### src/sv/cwob_pkg.sv
// Shared constants, codes and command/status types for the clipped write-once blitter.
package cwob_pkg;

    localparam int DEF_MAX_WIDTH  = 256;
    localparam int DEF_MAX_HEIGHT = 256;
    localparam int DEF_COLOR_BITS = 8;

    localparam int CHAN_W     = 8;
    localparam int COORD_W    = 8;
    localparam int FRAME_W    = 9;
    localparam int SRC_W      = 11;
    localparam int OFF_W      = 11;
    localparam int COL_W      = 10;
    localparam int ROW_W      = 11;
    localparam int POS_W      = 13;
    localparam int REQ_W      = 2;
    localparam int CFG_IDX_W  = 3;
    localparam int CFG_DATA_W = 11;

    localparam logic [SRC_W-1:0] SRC_W_TOP = 11'd1024;
    localparam logic [ROW_W-1:0] ROW_TOP   = 11'd2047;

    localparam logic [REQ_W-1:0] REQ_BLIT  = 2'd0;
    localparam logic [REQ_W-1:0] REQ_CLEAR = 2'd1;
    localparam logic [REQ_W-1:0] REQ_READ  = 2'd2;

    localparam logic [CFG_IDX_W-1:0] CFG_FRAME_WIDTH  = 3'd0;
    localparam logic [CFG_IDX_W-1:0] CFG_FRAME_HEIGHT = 3'd1;
    localparam logic [CFG_IDX_W-1:0] CFG_SOURCE_WIDTH = 3'd2;
    localparam logic [CFG_IDX_W-1:0] CFG_OFFSET_X     = 3'd3;
    localparam logic [CFG_IDX_W-1:0] CFG_OFFSET_Y     = 3'd4;

    localparam logic [FRAME_W-1:0] RST_FRAME_WIDTH  = 9'd256;
    localparam logic [FRAME_W-1:0] RST_FRAME_HEIGHT = 9'd256;
    localparam logic [SRC_W-1:0]   RST_SOURCE_WIDTH = 11'd1;

    typedef struct packed {
        logic [REQ_W-1:0]   req_type;
        logic [CHAN_W-1:0]  red;
        logic [CHAN_W-1:0]  green;
        logic [CHAN_W-1:0]  blue;
        logic               last_pixel;
        logic [COORD_W-1:0] read_x;
        logic [COORD_W-1:0] read_y;
    } req_item_t;

    typedef struct packed {
        logic capture;   // take the input beat
        logic place;     // clip, form address, read the stores
        logic finish;    // blit: write the pixel if it is free
        logic load_out;  // read: load the result register
        logic sweep;     // clear one mask entry
    } cwob_cmd_t;

    typedef struct packed {
        logic [REQ_W-1:0] kind;
        logic             sweep_done;
    } cwob_stat_t;

endpackage

### src/sv/cwob_ctrl.sv
// Controller state machine: sequences accept, address, decide and the mask sweep.
module cwob_ctrl import cwob_pkg::*; (
    input  logic             clk,
    input  logic             rst_n,
    input  logic             in_valid,
    input  logic [REQ_W-1:0] in_type,
    output logic             in_ready,
    output logic             out_valid,
    input  logic             out_ready,
    input  cwob_stat_t       stat,
    output cwob_cmd_t        cmd
);

    typedef enum logic [3:0] {
        S_CLEAR  = 4'b0001,
        S_IDLE   = 4'b0010,
        S_PLACE  = 4'b0100,
        S_DECIDE = 4'b1000
    } state_t;

    state_t state_reg, state_next;
    logic   out_valid_reg, out_valid_next;
    logic   accept;
    logic   out_free;

    assign in_ready  = (state_reg == S_IDLE);
    assign accept    = in_valid && in_ready;
    assign out_valid = out_valid_reg;
    assign out_free  = !out_valid_reg || out_ready;

    always_comb
    begin
        state_next = state_reg;
        cmd        = '0;
        case (state_reg)
            S_CLEAR:
            begin
                cmd.sweep = 1'b1;
                if (stat.sweep_done)
                begin
                    state_next = S_IDLE;
                end
            end
            S_IDLE:
            begin
                cmd.capture = accept;
                if (accept)
                begin
                    if (in_type == REQ_BLIT || in_type == REQ_READ)
                    begin
                        state_next = S_PLACE;
                    end
                    else if (in_type == REQ_CLEAR)
                    begin
                        state_next = S_CLEAR;
                    end
                end
            end
            S_PLACE:
            begin
                cmd.place  = 1'b1;
                state_next = S_DECIDE;
            end
            S_DECIDE:
            begin
                if (stat.kind == REQ_BLIT)
                begin
                    cmd.finish = 1'b1;
                    state_next = S_IDLE;
                end
                else if (out_free)
                begin
                    // hold the read result until the output register frees up
                    cmd.load_out = 1'b1;
                    state_next   = S_IDLE;
                end
            end
            default:
            begin
                state_next = S_IDLE;
            end
        endcase
    end

    always_comb
    begin
        out_valid_next = out_valid_reg;
        if (cmd.load_out)
        begin
            out_valid_next = 1'b1;
        end
        else if (out_ready)
        begin
            out_valid_next = 1'b0;
        end
    end

    always_ff @(posedge clk or negedge rst_n)
    begin
        if (!rst_n)
        begin
            state_reg     <= S_CLEAR;
            out_valid_reg <= 1'b0;
        end
        else
        begin
            state_reg     <= state_next;
            out_valid_reg <= out_valid_next;
        end
    end

endmodule

### config.mk
export PLATFORM = sky130hd
export DESIGN_NAME = cwob_ctrl
export DESIGN_NICKNAME = d
export VERILOG_FILES = /design/src/sv/cwob_pkg.sv /design/src/sv/cwob_ctrl.sv
export SDC_FILE = /design/constraint.sdc
export NUM_CORES = 1
export LEC_CHECK = 0
export ABC_AREA = 0
export ABC_CLOCK_PERIOD_IN_PS = 3300
export BUFFER_PORTS_ARGS = -buffer_cell sky130_fd_sc_hd__buf_4
export CAP_MARGIN = 20
export CORE_AREA = 2 2 39 41
export CTS_CLUSTER_DIAMETER = 120
export CTS_CLUSTER_SIZE = 20
export DETAILED_ROUTE_END_ITERATION = 7
export DIE_AREA = 0 0 41 43
export GPL_ROUTABILITY_DRIVEN = 0
export PLACE_DENSITY = 0.57
export REMOVE_ABC_BUFFERS = 1
export SYNTH_ARGS = -nofsm -noshare
export SYNTH_HDL_FRONTEND = slang
export SYNTH_SLANG_ARGS = --single-unit
export TNS_END_PERCENT = 10
### constraint.sdc
create_clock -name clk -period 3.3 [get_ports clk]
set_input_delay 0 -clock clk [delete_from_list [all_inputs] [get_ports clk]]
set_output_delay 0 -clock clk [all_outputs]
set_load 0.005 [all_outputs]
Word level (Yosys, flattened, before mapping):

Index checks and enable logic that the tools add are counted.

* reduce and logical (&&, ||, !) cells: 8
* mux-type cells: 16
* equality and inequality tests: 10

Operators with widths (number)
* 4-bit two-way mux: 6
* 4-bit case mux with 4 select lines: 1
* 1-bit two-way mux: 8
* 4-bit by 1-bit equality test with 1-bit output, second input constant: 1
* 4-bit by 2-bit equality test with 1-bit output, second input constant: 1
* 4-bit by 3-bit equality test with 1-bit output, second input constant: 1
* 4-bit equality test, second input constant: 1
* 2-bit logical NOT: 2
* 4-bit AND reduction: 1
* 3-bit by 1-bit != test with 1-bit output, second input constant: 1
* 3-bit != test, second input constant: 1
* 2-bit by 1-bit equality test with 1-bit output, second input constant: 1
* 2-bit equality test, second input constant: 1
* 1-bit logical OR: 2
* 2-bit two-way mux: 1
* 2-bit by 1-bit != test with 1-bit output, second input constant: 1
* 2-bit != test, second input constant: 1
* 2-bit nonzero test: 1
* 1-bit logical AND: 1
* 1-bit logical NOT: 1

* word-level logic and storage cells: 36
* input port bits: 9
* register bits: 5
* output and inout port bits: 7

Longest topological paths before layout:

* depth in word-level cells: 6
* depth in mapped cells: 4
* depth with buffers taken out: 4

Worst setup path after synthesis:

OpenSTA, ideal clock, no wires.

* kind: register -> register
* start: register state_reg[0]
* end: register state_reg[1]
* slack: 1756 ps
* path buffers: 0
* data arrival time: 1416 ps
* clock period less this slack: 1544 ps
* data required time: 3172 ps
* stages on the path, launching flop included: 5
* setup time: 128 ps
* path through: dfstp_2 nor3b_1 a21oi_1 o32ai_2 mux2_1

* word-level cells in the longest chain between the ends: 4
* elaborated cells between the ends (all ways): 11
* classes of those cells: eq/ne (8); mux (1); reduce/logical (2)

Ends and longest elaborated chain
* start: declaration: line cwob_ctrl.sv:21 `state_t state_reg, state_next;`
* start signal: assignment: line cwob_ctrl.sv:107 `state_reg <= state_next;`
* 4-bit by 2-bit equality test with 1-bit output: line cwob_ctrl.sv:26, cwob_ctrl.sv:35
* 1-bit logical AND: line cwob_ctrl.sv:27 `assign accept = in_valid && in_ready;`
* 2-bit by 1-bit != test with 1-bit output (no source line)
* 4-bit AND reduction (no source line)

Parallel ways exist; a longest one is shown, timed or not.
A chain may end at the register's enable or synchronous reset.

Final worst setup path:

* start: register state_reg[1]
* end: register state_reg[1]

The elaborated chain is that of the path after synthesis.

==> results by group <==
Pwr
  – Leak Pwr: 0.226 nW
  – PD cells: 721 nW/µm²
  – Peak VDD IR: 467 µV

Logic synthesis
  – Cell taking the most area after synthesis: dfrtp_1
  – Post-synthesis sequential area ratio: 0.388
  – Synth warn: 0
  – Synth cell types: 24
  – Yosys top cell area share: 0.308
  – Post-Syn Area: 325 µm²
  – Ys async rst share: 1.00
  – Syn Inst Count: 31
  – Mapped Avg Cell Area: 10.5 µm²
  – Main synth FF type: dfrtp_1
  – Count leader, synth: dfrtp_1
  – Largest cells by area after synthesis: dfrtp_1 (31%), dfstp_2 (8.1%), mux2_1 (6.9%)
  – Yosys reg bits: 5
  – Post-synth top cells: dfrtp_1 (4), mux2_1 (2), nor2_1 (2), nor3b_1 (2), nor4b_1 (2)
  – EDFF count, synth: 0

Clocking
  – CTS clk-pin slew, worst paths: 40 ps
  – CTS H-tree lvls: 1
  – Maximum buffer depth of the clock tree: 2
  – CTS tree: yes
  – Clock sink count: 5
  – # Post-CTS Setup Buffers: 0
  – Total CTS buffers: 3
  – CTS Root Cell: clkbuf_4
  – Clk Latency, worst-skew pair: 240 ps

STA
  – Worst Max-Slew Pin Slew: 358 ps
  – Slew HR: 0.758
  – Hold Vio Cnt, Final: 0
  – Max Transition Viols Final: 0
  – Skew final: 1.62 ps
  – Max Freq: 0.594 GHz
  – Final critical-path share of the clock period: 0.510
  – Endpoints failing setup: 0
  – Unrepaired setup endpoints after global routing: no
  – Min Tclk post-route: 1680 ps
  – Post-route setup TNS: 0 ps

Detailed routing
  – Pre-antenna DRT Iters: 2
  – DRT antenna net count: 0
  – Final WL: 675 µm
  – Final routed DRC violation total: 0
  – Routed len/inst: 10.1 µm
  – Vias: 304
  – Vias per inst: 4.54
  – Iteration-0 DRC Markers: 2

Layout
  – Design Area, Final: 497 µm²
  – Ant. Diodes: 0
  – Area growth syn-to-layout: 52.7%
  – Max FFs per register: 4
  – Layout cell share with drive strength beyond 1: 0.490
  – Final net count: 61

Flow run
  – Max_cap viols: 0

Global route
  – Vias in the first global route: 285
  – Total GRT Usage: 0.0963
  – Pin count of the biggest net entering global routing: 9
  – Overflow after GRT: 0
  – Initial antenna violation count: 0
  – First-pass GRT wire length: 1110 µm

Worst hold path
  – Hold Crit Class: in -> reg

Floorplan
  – Initial Utilization: 0.235
  – Die Ht: 43 µm
  – Top Ports: 16
  – Die area: 1760 µm²
  – CORE AREA: 1380 µm²
  – Die Wd: 41 µm
  – Core Rows: 14

Setup path
  – Startpoint types: flip-flop
  – Arrival time worst endpoint: 1800 ps
  – Crit path kind: reg -> reg
  – CP Max Fanout: 8
  – CP required: 3420 ps
  – Crit. End Element: flip-flop

Place
  – PortBufs: 15
  – Placed Area: 450 µm²
  – Dpl hpwl: 541 µm

Run status
  – Status: completed
-- worst max-delay path, stage by stage (launching register included) --
cell and delay (ps):
dfrtp_1 460, nor4b_2 320, o21ai_1 190, o32ai_2 220, mux2_1 360
-- power by group --
group          leakage [nW]  switching (mW)  internal [mW]
logic                 0.149          0.0608          0.101
registers            0.0622          0.0399         0.0868
clock network        0.0150          0.0237         0.0456
-- worst paths after layout --
kind / end / startpoint / slack, ps / depth (start not counted)
max in group asynchronous: state_reg[0]$_DFFE_PN1P_ / rst_n / 3010 / 2
setup reg to reg: state_reg[1]$_DFFE_PN0P_ / state_reg[1]$_DFFE_PN0P_ / 1620 / 4
setup / recovery: state_reg[1]$_DFFE_PN0P_ / state_reg[1]$_DFFE_PN0P_ / 1620 / 4
hold reg to reg: out_valid$_DFFE_PN0P_ / out_valid$_DFFE_PN0P_ / 570 / 2
min in group asynchronous: state_reg[1]$_DFFE_PN0P_ / rst_n / 100 / 2
hold / removal: out_valid$_DFFE_PN0P_ / stat[1] / 90 / 3
-- final cells by class --
class | count | area [µm²]
Clock buffer | 4 | 26.3
Fill cell | 145 | 887
Inverter | 2 | 7.51
Multi-Input combinational cell | 23 | 184
Sequential cell | 5 | 126
Tap cell | 16 | 20.0
Timing Repair Buffer | 17 | 133
-- stage by stage --
step | hold WS, ps | power (mW) | worst slack [ps] | cells | util
3_5_place_dp | -196 | 0.289 | 1630 | 61 | 0.325
5_1_grt | 92.4 | 0.395 | 1500 | 67 | 0.359
4_1_cts | 81.3 | 0.364 | 1630 | 67 | 0.359
3_3_place_gp | -197 | 0.288 | 1630 | 61 | 0.325
2_1_floorplan | -296 | 0.223 | 1760 | 30 | -
6_report | 92.7 | 0.358 | 1620 | 67 | 0.359
-- cells by family (layout without fill, tap and decap cells) --
logic type | count (synthesis) | count (layout) | synth area share
AOI/OAI and AO/OA | 6 | 6 | 0.142
buffers and inverters | 3 | 23 | 0.0461
DFF | 5 | 5 | 0.388
muxes | 2 | 2 | 0.0692
and+or+nand+nor | 15 | 15 | 0.354
-- cells in the final DEF, fill, tap and decap left out --
master / n
nor3b_1: 2
inv_2: 1
and2_1: 1
clkbuf_4: 3
and2b_2: 1
a21oi_1: 1
clkbuf_1: 1
o21ai_0: 1
o32ai_2: 1
nor2b_1: 1
nor2_1: 2
nor3b_2: 1
nor4b_2: 1
o21bai_1: 1
nor4b_1: 2
inv_1: 1
a211oi_1: 1
dlygate4sd3_1: 2
mux2_1: 2
or4_4: 1
nand2_1: 1
buf_4: 15
nand2b_1: 1
dfstp_2: 1
dfrtp_1: 4
o21ai_1: 1
nor3_1: 1
-- routing by layer --
layer	vias up	wire [µm]	global-route usage
met2	9	334	0.125
met1	140	288	0.123
met3	0	52	0.0628
met5	-	0	0
li1	155	-	-
met4	0	0	0.0400
-- what timing repair did --
action | CTS | global route
resized for setup | 0 | 0
hold buffers | 2 | 0
endpoints found under the hold margin | 6 | 0
(Power assumes the default switching activity.)
